--- src/sv/idle_timeout_rx_framer_with_magic_detect_core_assert.svh ---
// Assertion macros shared by the idle-timeout receive framer.
`ifndef IDLE_TIMEOUT_RX_FRAMER_WITH_MAGIC_DETECT_CORE_ASSERT_SVH
`define IDLE_TIMEOUT_RX_FRAMER_WITH_MAGIC_DETECT_CORE_ASSERT_SVH
`ifndef SYNTHESIS
// Same-cycle implication, checked outside reset.
`define ASSERT_IMPLY(label, clk, rst_n, ante, cons) \
    label: assert property (@(posedge clk) disable iff (!rst_n) (ante) |-> (cons)) \
        else $error("implication check failed");
// Next-cycle implication, checked outside reset.
`define ASSERT_NEXT(label, clk, rst_n, ante, cons) \
    label: assert property (@(posedge clk) disable iff (!rst_n) (ante) |=> (cons)) \
        else $error("next-cycle check failed");
`else
`define ASSERT_IMPLY(label, clk, rst_n, ante, cons)
`define ASSERT_NEXT(label, clk, rst_n, ante, cons)
`endif
`endif

--- src/sv/itrx_pkg.sv ---
// Shared types, constants and the magic sequence table of the receive framer.
package itrx_pkg;

    localparam int DEF_FRAME_DEPTH  = 32;
    localparam int DEF_MAGIC_LENGTH = 10;

    localparam int          PADDR_W          = 3;
    localparam logic [7:0]  RST_IDLE_TIMEOUT = 8'd10;
    localparam logic        REG_IDLE_TIMEOUT = 1'b0;

    localparam logic        ACT_BYTE  = 1'b0;
    localparam logic        ACT_TICK  = 1'b1;
    localparam logic        KIND_FRAME = 1'b0;
    localparam logic        KIND_BOOT  = 1'b1;

    // Commands from the controller to the datapath.
    typedef struct packed {
        logic byte_en;
        logic tick_en;
        logic rd_clear;
        logic rd_issue;
        logic emit;
        logic clear_fill;
    } t_cmd;

    // Status from the datapath to the controller.
    typedef struct packed {
        logic expire;
        logic rd_last;
        logic out_free;
        logic fill_empty;
    } t_stat;

    function automatic logic [7:0] magic_byte(input logic [3:0] pos);
        logic [7:0] v;
        unique case (pos)
            4'd0:    v = 8'h12;
            4'd1:    v = 8'h34;
            4'd2:    v = 8'h56;
            4'd3:    v = 8'h78;
            4'd4:    v = 8'h90;
            4'd5:    v = 8'h90;
            4'd6:    v = 8'h78;
            4'd7:    v = 8'h56;
            4'd8:    v = 8'h34;
            4'd9:    v = 8'h12;
            default: v = 8'h00;
        endcase
        return v;
    endfunction

endpackage

--- src/sv/idle_timeout_rx_framer_with_magic_detect_core.sv ---
// Top level of the idle-timeout serial receive framer with boot-sequence detection.
// The input channel (i_in_valid / o_in_stall) carries one transaction per received byte
// or poll tick. A byte that is not flagged overrun is stored in the frame buffer while
// there is room, reloads the idle countdown and advances the magic-sequence matcher.
// A complete magic sequence produces one boot result (kind 1, last 1).
// A tick decrements a nonzero countdown; when it reaches zero with bytes buffered, the
// frame is streamed out on the output channel (o_out_valid / i_out_stall), one byte per
// transaction, last set on the final byte, and the buffer empties.
// A boot result shows up in the output register on the next cycle after its byte is taken.
// While a frame is released after the expiring tick, each byte needs a read on the single
// read port of the frame RAM followed by a load of the output register.
// No input is accepted during a release or while a result waits in a stalled output
// register; a stalled result holds its value. Reset clears the fill count, countdown,
// matcher and output valid, and sets the idle timeout register to 10 ticks. The frame
// RAM needs no clearing, since only written entries are ever read.
// The timeout register sits at APB address 0; pready is always high.
`include "idle_timeout_rx_framer_with_magic_detect_core_assert.svh"

module idle_timeout_rx_framer_with_magic_detect_core import itrx_pkg::*; #(
    parameter int FRAME_DEPTH  = DEF_FRAME_DEPTH,
    parameter int MAGIC_LENGTH = DEF_MAGIC_LENGTH
) (
    input  logic               i_clk,
    input  logic               i_rst_n,
    // Input channel.
    input  logic               i_in_valid,
    output logic               o_in_stall,
    input  logic               i_action,
    input  logic [7:0]         i_rx_byte,
    input  logic               i_overrun,
    // Output channel.
    output logic               o_out_valid,
    input  logic               i_out_stall,
    output logic               o_kind,
    output logic [7:0]         o_frame_byte,
    output logic [5:0]         o_frame_length,
    output logic               o_last,
    // Configuration port.
    input  logic               psel,
    input  logic               penable,
    input  logic               pwrite,
    input  logic [PADDR_W-1:0] paddr,
    input  logic [31:0]        pwdata,
    output logic [31:0]        prdata,
    output logic               pready
);

    logic [7:0] r_idle_timeout;
    logic       w_cfg_sel;
    t_cmd       w_cmd;
    t_stat      w_stat;

    // Registers are word aligned; the index is the address above the byte offset.
    assign w_cfg_sel = paddr[PADDR_W-1:2] == REG_IDLE_TIMEOUT;
    assign pready    = 1'b1;
    assign prdata    = w_cfg_sel ? {24'd0, r_idle_timeout} : 32'd0;

    always_ff @(posedge i_clk) begin
        if (!i_rst_n) begin
            r_idle_timeout <= RST_IDLE_TIMEOUT;
        end else if (psel && penable && pwrite && pready && w_cfg_sel) begin
            r_idle_timeout <= pwdata[7:0];
        end
    end

    itrx_ctrl u_ctrl (
        .i_clk      (i_clk),
        .i_rst_n    (i_rst_n),
        .i_in_valid (i_in_valid),
        .i_action   (i_action),
        .i_overrun  (i_overrun),
        .i_stat     (w_stat),
        .o_in_stall (o_in_stall),
        .o_cmd      (w_cmd)
    );

    itrx_dp #(
        .FRAME_DEPTH  (FRAME_DEPTH),
        .MAGIC_LENGTH (MAGIC_LENGTH)
    ) u_dp (
        .i_clk          (i_clk),
        .i_rst_n        (i_rst_n),
        .i_cmd          (w_cmd),
        .o_stat         (w_stat),
        .i_idle_timeout (r_idle_timeout),
        .i_rx_byte      (i_rx_byte),
        .i_out_stall    (i_out_stall),
        .o_out_valid    (o_out_valid),
        .o_kind         (o_kind),
        .o_frame_byte   (o_frame_byte),
        .o_frame_length (o_frame_length),
        .o_last         (o_last)
    );

    // A frame byte is only loaded when the output register can take it.
    `ASSERT_IMPLY(a_emit_slot, i_clk, i_rst_n, w_cmd.emit, w_stat.out_free)
    // Emitting the final byte of a frame leaves the buffer empty.
    `ASSERT_NEXT(a_fill_cleared, i_clk, i_rst_n, w_cmd.emit && w_stat.rd_last, w_stat.fill_empty)
    // A RAM read is always followed by an emit cycle with the input held off.
    `ASSERT_NEXT(a_read_then_emit, i_clk, i_rst_n, w_cmd.rd_issue, !w_cmd.rd_issue && o_in_stall)

endmodule

--- src/sv/itrx_ram.sv ---
// Generic single-port-write, registered-read RAM.
module itrx_ram #(
    parameter int WIDTH = 8,
    parameter int DEPTH = 32
) (
    input  logic                     i_clk,
    input  logic                     i_we,
    input  logic [$clog2(DEPTH)-1:0] i_waddr,
    input  logic [WIDTH-1:0]         i_wdata,
    input  logic                     i_re,
    input  logic [$clog2(DEPTH)-1:0] i_raddr,
    output logic [WIDTH-1:0]         o_rdata
);

    logic [WIDTH-1:0] r_mem [DEPTH];
    logic [WIDTH-1:0] r_rdata;

    always_ff @(posedge i_clk) begin
        if (i_we) begin
            r_mem[i_waddr] <= i_wdata;
        end
        if (i_re) begin
            r_rdata <= r_mem[i_raddr];
        end
    end

    assign o_rdata = r_rdata;

endmodule

--- src/sv/itrx_dp.sv ---
// Datapath of the receive framer: frame buffer, countdown, magic matcher, output register.
module itrx_dp import itrx_pkg::*; #(
    parameter int FRAME_DEPTH  = DEF_FRAME_DEPTH,
    parameter int MAGIC_LENGTH = DEF_MAGIC_LENGTH
) (
    input  logic       i_clk,
    input  logic       i_rst_n,
    input  t_cmd       i_cmd,
    output t_stat      o_stat,
    input  logic [7:0] i_idle_timeout,
    input  logic [7:0] i_rx_byte,
    input  logic       i_out_stall,
    output logic       o_out_valid,
    output logic       o_kind,
    output logic [7:0] o_frame_byte,
    output logic [5:0] o_frame_length,
    output logic       o_last
);

    localparam int FCW = $clog2(FRAME_DEPTH + 1);
    localparam int AW  = $clog2(FRAME_DEPTH);

    logic [FCW-1:0] r_fill, n_fill;
    logic [FCW-1:0] r_rd_idx, n_rd_idx;
    logic [7:0]     r_count, n_count;
    logic [3:0]     r_match, n_match;
    logic           r_out_valid, n_out_valid;
    logic           r_kind;
    logic [7:0]     r_frame_byte;
    logic [5:0]     r_frame_length;
    logic           r_last;

    logic           w_has_room;
    logic           w_hit;
    logic [3:0]     w_match_inc;
    logic           w_boot;
    logic [FCW-1:0] w_rd_next;
    logic [6:0]     w_fill_ext;
    logic [7:0]     w_rdata;
    logic           w_out_free;

    assign w_has_room  = r_fill < FCW'(FRAME_DEPTH);
    assign w_hit       = magic_byte(r_match) == i_rx_byte;
    assign w_match_inc = r_match + 4'd1;
    assign w_boot      = i_cmd.byte_en && w_hit
                         && (w_match_inc == 4'd0 || {1'b0, w_match_inc} >= 5'(MAGIC_LENGTH));
    assign w_rd_next   = r_rd_idx + FCW'(1);
    assign w_fill_ext  = 7'(r_fill);
    assign w_out_free  = !r_out_valid || !i_out_stall;

    itrx_ram #(
        .WIDTH (8),
        .DEPTH (FRAME_DEPTH)
    ) u_frame_ram (
        .i_clk   (i_clk),
        .i_we    (i_cmd.byte_en && w_has_room),
        .i_waddr (r_fill[AW-1:0]),
        .i_wdata (i_rx_byte),
        .i_re    (i_cmd.rd_issue),
        .i_raddr (r_rd_idx[AW-1:0]),
        .o_rdata (w_rdata)
    );

    always_comb begin
        n_fill      = r_fill;
        n_rd_idx    = r_rd_idx;
        n_count     = r_count;
        n_match     = r_match;
        n_out_valid = r_out_valid;
        if (i_cmd.byte_en) begin
            if (w_has_room) begin
                n_fill = r_fill + FCW'(1);
            end
            n_count = i_idle_timeout;
            n_match = (w_hit && !w_boot) ? w_match_inc : 4'd0;
        end
        if (i_cmd.tick_en && r_count != 8'd0) begin
            n_count = r_count - 8'd1;
        end
        if (i_cmd.clear_fill) begin
            n_fill = '0;
        end
        if (i_cmd.rd_clear) begin
            n_rd_idx = '0;
        end else if (i_cmd.emit) begin
            n_rd_idx = w_rd_next;
        end
        if (w_boot || i_cmd.emit) begin
            n_out_valid = 1'b1;
        end else if (!i_out_stall) begin
            n_out_valid = 1'b0;
        end
    end

    always_ff @(posedge i_clk) begin
        if (!i_rst_n) begin
            r_fill      <= '0;
            r_rd_idx    <= '0;
            r_count     <= '0;
            r_match     <= '0;
            r_out_valid <= 1'b0;
        end else begin
            r_fill      <= n_fill;
            r_rd_idx    <= n_rd_idx;
            r_count     <= n_count;
            r_match     <= n_match;
            r_out_valid <= n_out_valid;
        end
    end

    always_ff @(posedge i_clk) begin
        if (w_boot) begin
            r_kind         <= KIND_BOOT;
            r_frame_byte   <= 8'd0;
            r_frame_length <= 6'd0;
            r_last         <= 1'b1;
        end else if (i_cmd.emit) begin
            r_kind         <= KIND_FRAME;
            r_frame_byte   <= w_rdata;
            r_frame_length <= w_fill_ext[5:0];
            r_last         <= w_rd_next == r_fill;
        end
    end

    assign o_stat.expire     = (r_count == 8'd1) && (r_fill != '0);
    assign o_stat.rd_last    = w_rd_next == r_fill;
    assign o_stat.out_free   = w_out_free;
    assign o_stat.fill_empty = r_fill == '0;

    assign o_out_valid    = r_out_valid;
    assign o_kind         = r_kind;
    assign o_frame_byte   = r_frame_byte;
    assign o_frame_length = r_frame_length;
    assign o_last         = r_last;

endmodule

--- src/sv/itrx_ctrl.sv ---
// Controller of the receive framer: input handshake and frame release sequencer.
module itrx_ctrl import itrx_pkg::*; (
    input  logic  i_clk,
    input  logic  i_rst_n,
    input  logic  i_in_valid,
    input  logic  i_action,
    input  logic  i_overrun,
    input  t_stat i_stat,
    output logic  o_in_stall,
    output t_cmd  o_cmd
);

    typedef enum logic [2:0] {
        S_IDLE = 3'b001,
        S_READ = 3'b010,
        S_EMIT = 3'b100
    } t_state;

    t_state r_state, n_state;
    logic   w_accept;

    assign o_in_stall = (r_state != S_IDLE) || !i_stat.out_free;
    assign w_accept   = i_in_valid && !o_in_stall;

    always_comb begin
        n_state          = r_state;
        o_cmd            = '0;
        o_cmd.byte_en    = w_accept && i_action == ACT_BYTE && !i_overrun;
        o_cmd.tick_en    = w_accept && i_action == ACT_TICK;
        unique case (r_state)
            S_IDLE: begin
                if (o_cmd.tick_en && i_stat.expire) begin
                    o_cmd.rd_clear = 1'b1;
                    n_state        = S_READ;
                end
            end
            S_READ: begin
                o_cmd.rd_issue = 1'b1;
                n_state        = S_EMIT;
            end
            S_EMIT: begin
                if (i_stat.out_free) begin
                    o_cmd.emit = 1'b1;
                    if (i_stat.rd_last) begin
                        o_cmd.clear_fill = 1'b1;
                        n_state          = S_IDLE;
                    end else begin
                        n_state = S_READ;
                    end
                end
            end
            default: n_state = S_IDLE;
        endcase
    end

    always_ff @(posedge i_clk) begin
        if (!i_rst_n) begin
            r_state <= S_IDLE;
        end else begin
            r_state <= n_state;
        end
    end

endmodule
--- config.mk ---
export PLATFORM = sky130hd
export DESIGN_NAME = idle_timeout_rx_framer_with_magic_detect_core
export DESIGN_NICKNAME = d
export VERILOG_FILES = /design/src/sv/itrx_pkg.sv /design/src/sv/idle_timeout_rx_framer_with_magic_detect_core.sv /design/src/sv/itrx_ram.sv /design/src/sv/itrx_dp.sv /design/src/sv/itrx_ctrl.sv
export VERILOG_INCLUDE_DIRS = /design/src /design/src/sv
export SDC_FILE = /design/constraint.sdc
export NUM_CORES = 1
export LEC_CHECK = 0
export BUFFER_PORTS_ARGS = -buffer_cell sky130_fd_sc_hd__buf_2
export CAP_MARGIN = 10
export CORE_MARGIN = 2
export CORE_UTILIZATION = 40
export CTS_BUF_LIST = sky130_fd_sc_hd__clkbuf_4 sky130_fd_sc_hd__clkbuf_8
export CTS_CLUSTER_SIZE = 20
export DETAILED_ROUTE_END_ITERATION = 8
export GPL_ROUTABILITY_DRIVEN = 0
export PLACE_DENSITY = 0.6
export SETUP_SLACK_MARGIN = 0.4
export SLEW_MARGIN = 40
export SYNTH_ARGS = -nofsm -noshare
export SYNTH_HDL_FRONTEND = slang
export SYNTH_SLANG_ARGS = --single-unit
--- constraint.sdc ---
create_clock -name i_clk -period 6.15 [get_ports i_clk]
set_input_delay 0.9225 -clock i_clk [delete_from_list [all_inputs] [get_ports i_clk]]
set_output_delay 0.9225 -clock i_clk [all_outputs]
set_load 0.02 [all_outputs]
; ---- After elaboration in Yosys (flattened, before gate mapping)
; Memory sizes are Yosys's and may differ from the RTL's. A register that Yosys moved wholly into a read port is not among the register bits.
; Cells that the tools add are included.
[classes]
n_addsub = 4
mux = 20
n_bitwise = 3
n_eq_ne = 10
n_lt_le_gt_ge = 2
n_reduce_logical = 32
[ops]
columns = operator, count
row1 = 2-to-1 mux 8 bit, 3
row2 = logical AND 1 bit, 14
row3 = "adder 6 x 1 -> 6 bit, second input constant", 2
row4 = 2-to-1 mux 4 bit, 3
row5 = one-hot mux 3 bit (3 select lines), 1
row6 = "equality test 8 x 1 -> 1 bit, second input constant", 1
row7 = equality test 8 bit, 1
row8 = 2-to-1 mux 1 bit, 8
row9 = nonzero test 8 bit, 1
row10 = "subtractor 8 x 1 -> 8 bit, second input constant", 1
row11 = equality test 6 bit, 1
row12 = logical NOT 1 bit, 6
row13 = "< comparator 6 bit, second input constant", 1
row14 = 2-to-1 mux 2 bit, 3
row15 = 2-to-1 mux 3 bit, 2
row16 = "!= test 2 x 1 -> 1 bit, second input constant", 3
row17 = nonzero test 6 bit, 1
row18 = "adder 4 x 1 -> 4 bit, second input constant", 1
row19 = "greater-or-equal comparator 4 bit, second input constant", 1
row20 = logical NOT 4 bit, 1
row21 = logical OR 1 bit, 4
row22 = AND reduction 2 bit, 2
row23 = OR reduction 2 bit, 2
row24 = "equality test 3 x 1 -> 1 bit, second input constant", 1
row25 = other kinds (5), 7
[word_totals]
inputBits = 52
n_memories = 2
word_cells = 84
mem_bits_ro = 112
output_inout_bits = 51
regBits = 52
mem_bits_rw = 256
[mem_list]
columns = name, words, word_bits, read_ports, rd_ports_with_merged_regs, wr, line
row1 = u_dp.u_frame_ram.r_mem, 32, 8, 1, 1, 1, itrx_ram.sv:15  ; logic [WIDTH-1:0] r_mem [DEPTH];
row2 = (name not given), 16, 7, 1, 1, 0, itrx_pkg.sv:36  ; unique case (pos)

; ---- Longest topological paths before layout
[logic_depth]
word_depth = 15
mapped_depth = 12
ltp_nobuf = 12

; ---- Hierarchy
; From an unflattened synthesis, not the netlist that was laid out.
[hier_totals]
cells_unflattened = 783
area_unflattened_um2 = 13376.6
[by_module_without_submodules]
columns = mod, area_each_um2, instances, cells_per_inst, seq_area_each_um2
row1 = itrx_ram, 10133.5, 1, 417, 7927.6
row2 = itrx_dp, 2444.8, 1, 273, 960.9
row3 = idle_timeout_rx_framer_with_magic_detect_core, 600.6, 1, 70, 160.2
row4 = itrx_ctrl, 197.7, 1, 23, 60.1

; ---- Least setup slack after synthesis
; OpenSTA, ideal clock, no wires.
[synth_timing]
path_kind = input -> register
from = input i_rx_byte[6]
to = register (tool-made name)
stages = 11
arrival_time_ns = 2.816
setup_ns = 0.073
path_buffers = 0
required_ns = 6.077
path_slack_ns = 3.261
cell_sequence = xor2_1 -> nor4_1 -> nand2_1 -> or3_1 -> o22ai_1 -> nand2_1 -> inv_2 -> ha_1 -> inv_1 -> mux2_1 -> o211ai_2
[synth_rtl]
columns = element, line
row1 = "start, declared", idle_timeout_rx_framer_with_magic_detect_core.sv:29  ; input logic [7:0] i_rx_byte,

==> results.md <==
Run status:
- The flow ran to the end, and the final reports show no timing, DRC or antenna violations.

Critical path:
- The register-to-register path setup slack is 3.18 ns.
- Traced cell by cell, the critical path runs through buf_2 -> xor2_1 -> nor4_1 -> nand2_1 -> or3_1 -> o22ai_1 -> nand2_1 -> inv_2 -> ha_1 -> nand2_1 -> or3_1 -> o311ai_1.
- The worst setup path is captured at a flop.
- On the critical path, the stage with the largest delay is an instance of sky130_fd_sc_hd__buf_2.
- The critical path start-end classification is input port to flop.
- The worst register-to-register path begins at u_dp.r_match[0].
- The arrival time at the worst endpoint is 3.75 ns.
- The largest incremental delay on the critical path is 0.50 ns.
- Along the worst path, the maximum fanout reaches 33.
- The most used cell along the critical path is sky130_fd_sc_hd__nand2_1.
- The critical path data required time is 6.62 ns.
- The kind of launch point of the worst setup path is an input port.
- The path depth of the worst reg2reg path is 12.

Floorplan:
- The floorplan die width is 186 um.
- The placeable core region is 32600 um2.
- In this run the count of I/O pins placed on the die edge is 103.
- The number of core rows is 66.
- For this configuration, the core starts out at a cell density of 0.408.
- The overall die area is 34700 um2.
- The die is 186 um tall.

Synthesis:
- The post-synthesis area per instance is 16.8 um2.
- The share of the Yosys chip area taken by registers is 0.685.
- Among all flip-flop cells after synthesis, the most frequent one is sky130_fd_sc_hd__edfxtp_1.
- In this run, synthesis inferred 264 flip-flops with an integrated enable.
- The unique cell type count in the Yosys netlist is 64.
- The post-synthesis async set-or-reset flop share is 0.
- The summed instance area of the synthesized netlist is 13300 um2.
- Synthesis inferred 323 register bits.
- The count of warnings emitted by yosys is 0.
- Synthesis handed over a netlist of 791 instances.

Cells and area:
- The final non-filler cell area is 15000 um2.
- The net count reported at finish is 935.
- The synthesis-to-layout area growth is 12.8%.
- The count of filler cells inserted in the layout is 2835.
- The number of antenna repair diodes is 0.
- The share of cells above drive strength 1 is 0.289.

Timing:
- The upper clock frequency limit is 305 MHz.
- The worst slew margin relative to its limit is 0.428.
- The clock arrives with 0.0264 ns of skew.
- The final count of pins violating max slew is 0.
- For the finished layout, the period the worst path requires is 3.28 ns.
- The final-layout setup total negative slack is 0 ns.
- Setup violations remaining at the end of the flow were counted as 0.
- The final critical-path setup slack is 2.87 ns.
- Setup repair after global routing left no endpoint under its margin.
- Across all hold checks on the routed design, the worst slack comes to 0.449 ns.
- The number of hold violations in the final report is 0.
- The final clock period utilization by the worst path is 0.533.
- The pin slew with the least headroom to its limit is 0.855 ns.

Global routing:
- The global-route wire length before repair is 41500 um.
- Entering global routing, the biggest net connects 37 pins.
- The overall fraction of global-route tracks in use is 0.155.
- The number of global-route vias before repair was 6822.
- The initial antenna violation count is 0.
- The overflow left after global routing is 0.

Drt:
- The detail route stage leaves a number of antenna-violating nets equal to 0.
- The final routed wire length divided by cell count is 20.0 um.
- The number of DRC violations after detailed routing is 0.
- The violation count after the first detailed-route iteration is 546.
- In the routed layout, each cell is associated on average with a via count of 5.17.
- Summing over every cut layer, the via total after detailed routing is 6985.
- The total length of routed wires is 27000 um.
- The first detailed-routing pass took 4 iterations.

Clock network:
- The number of buffers between clock root and the deepest sink is 3.
- The clock tree from TritonCTS is built.
- The H-tree generated during clock tree synthesis spans 2 levels.
- The number of buffers inserted for hold repair after clock tree synthesis is 0.
- In this run, CTS created clock tree buffers numbering 53.
- The number of clock sinks seen by CTS is 323.
- The clock transition at the registers of the reported paths is 0.06 ns.
- The later pin in the worst-skew pair is clocked with a latency of 0.58 ns.
- Gates resized during post-CTS repair numbered 0.
- The root buffer cell is sky130_fd_sc_hd__clkbuf_8.
- Once the clock tree was built, the setup fixing pass inserted 0 buffers.

Hold path:
- The tightest min-delay check is of the flop to flop type.
- The worst hold path endpoint is u_dp.o_kind.
- The number of cells on the worst hold path is 1.
- The launch point of the worst hold path is u_dp.o_kind.

Place:
- The pre-CTS worst setup slack is 2.30 ns.
- The placed standard-cell area is 13900 um2.
- During placement, the flow inserted port buffers numbering 51.
- The HPWL after detailed placement is 16800 um.

Pwr:
- Across the VDD grid, the largest voltage drop is 0.000140 V.
- Dividing total power by cell area gives a power density of 289 nW/um2.
- For this design the static power due to leakage is 5.06 nW.

Flow run:
- The number of maximum-capacitance violations is 0.
==> logic make-up after synthesis <==
group           count (synthesis)  share of synthesized area
buf+inv                        72                     0.0295
other cells                     2                   0.000564
compound gates                 59                     0.0310
flops                         323                      0.685
mux                           104                      0.155
xor+xnor                       24                     0.0158
fa+ha+maj                      15                     0.0141
simple gates                  192                     0.0696
==> routing by layer <==
layer,global-route usage,wire [um]
met1,0.228,12600
met2,0.235,12400
met3,0.0337,1690
met4,0.0431,423
met5,0,0
==> power breakdown <==
| part | switching (W) | leakage, nW | internal (W) |
|---|---|---|---|
| combinational | 0.000104 | 1.65 | 0.0000415 |
| clock | 0.000797 | 0.565 | 0.00102 |
| sequential | 0.0000101 | 2.85 | 0.00237 |
==> flip-flops by register name, summed over array words and instances (netlist names), 3 cells and up, named ones only <==
name                      cells
u_dp.o_frame_byte             8
u_dp.r_rd_idx                 6
u_dp.r_fill                   6
u_ctrl.r_state                3
u_dp.u_frame_ram.o_rdata      8
u_dp.r_count                  8
u_dp.u_frame_ram.r_mem      256
r_idle_timeout                8
u_dp.o_frame_length           6
u_dp.r_match                  4
==> worst max-delay path, delay by kind of cell <==
family                   cells  cell delay, ns
AND/OR/NAND/NOR              6            1.55
buffers and inverters        2            0.63
XOR/XNOR                     1            0.14
adder cells (fa/ha/maj)      1            0.14
AO/OA/AOI/OAI                2            0.32
==> final cells by class <==
cell class | count | area, um2 | area share
sequential | 323 | 9120 | 0.608
multi-input combinational | 419 | 3910 | 0.261
clock buffer | 86 | 996 | 0.0664
tap | 442 | 553 | 0.0369
timing repair buffer | 58 | 333 | 0.0222
inverter | 13 | 48.8 | 0.00325
clock inverter | 9 | 42.5 | 0.00284
==> Yosys cell counts (all sizes together), types with 2 or more instances <==
master / instances / share of area
edfxtp: 264 / 0.60
nor2: 83 / 0.023
mux4: 80 / 0.14
dfxtp: 59 / 0.089
nand2: 41 / 0.012
buf: 40 / 0.021
clkbuf: 19 / 0.0054
ha: 15 / 0.014
mux2i: 14 / 0.011
o21ai: 14 / 0.0055
inv: 13 / 0.0037
nor2b: 13 / 0.0067
xor2: 13 / 0.0086
a21oi: 12 / 0.0056
a21boi: 11 / 0.0062
xnor2: 11 / 0.0072
mux2: 10 / 0.0087
nand3: 8 / 0.0030
nor3: 6 / 0.0023
or3: 6 / 0.0028
and2: 5 / 0.0024
nand4: 5 / 0.0035
nor4: 5 / 0.0024
o21a: 4 / 0.0023
a21o: 3 / 0.0017
nand2b: 3 / 0.0014
nand3b: 3 / 0.0017
o211ai: 3 / 0.0021
or3b: 3 / 0.0020
a221oi: 2 / 0.0013
a22oi: 2 / 0.0011
and3: 2 / 0.00094
and4b: 2 / 0.0015
conb: 2 / 0.00056
nor3b: 2 / 0.0011
o311ai: 2 / 0.0013
or2: 2 / 0.00094
==> cells in the final DEF (no fill, tap or decap), types with 3 or more instances in the layout <==
master                     instances
sky130_fd_sc_hd__a21boi_1          5
sky130_fd_sc_hd__edfxtp_1        264
sky130_fd_sc_hd__inv_1            12
sky130_fd_sc_hd__mux4_2           80
sky130_fd_sc_hd__a21oi_1          10
sky130_fd_sc_hd__and2_1            5
sky130_fd_sc_hd__nand3_1           8
sky130_fd_sc_hd__or3_1             6
sky130_fd_sc_hd__clkbuf_4         30
sky130_fd_sc_hd__a21o_1            3
sky130_fd_sc_hd__dfxtp_1          56
sky130_fd_sc_hd__xor2_1           13
sky130_fd_sc_hd__clkinv_2          3
sky130_fd_sc_hd__o21ai_1           9
sky130_fd_sc_hd__nor2_1           74
sky130_fd_sc_hd__conb_1           25
sky130_fd_sc_hd__nor2b_1          12
sky130_fd_sc_hd__clkinv_1          5
sky130_fd_sc_hd__xnor2_1          11
sky130_fd_sc_hd__mux2_2            8
sky130_fd_sc_hd__nor3_1            6
sky130_fd_sc_hd__nand3b_1          3
sky130_fd_sc_hd__nor4_1            5
sky130_fd_sc_hd__nand2b_1          3
sky130_fd_sc_hd__o21a_1            4
sky130_fd_sc_hd__ha_1             15
sky130_fd_sc_hd__a21boi_0          6
sky130_fd_sc_hd__nand2_1          39
sky130_fd_sc_hd__nand4_1           4
sky130_fd_sc_hd__nor2_2            9
sky130_fd_sc_hd__mux2i_1          14
sky130_fd_sc_hd__clkbuf_8         56
sky130_fd_sc_hd__o21ai_0           4
sky130_fd_sc_hd__buf_2            51
sky130_fd_sc_hd__buf_4             5
==> stage by stage <==
stage | power (W) | instances | utilization
floorplan | 0.00253 | 814 | -
global placement | 0.00257 | 1253 | 0.426
detailed placement | 0.00257 | 1255 | 0.428
CTS | 0.00439 | 1350 | 0.459
global route | 0.00450 | 1350 | 0.460
finish | 0.00434 | 1350 | 0.460
==> worst max-delay path by stage <==
stage                            start    to  slack, ns  cells after the start
after floorplan           i_rx_byte[6]  flop       3.26                     11
after global placement    i_rx_byte[6]  flop       2.36                     12
after detailed placement  i_rx_byte[6]  flop       2.30                     12
after CTS                 i_rx_byte[6]  flop       2.91                     12
after global routing      i_rx_byte[6]  flop       2.72                     12
final                     i_rx_byte[6]  flop       2.87                     12
Note: power is estimated with default switching activity, not from simulation.
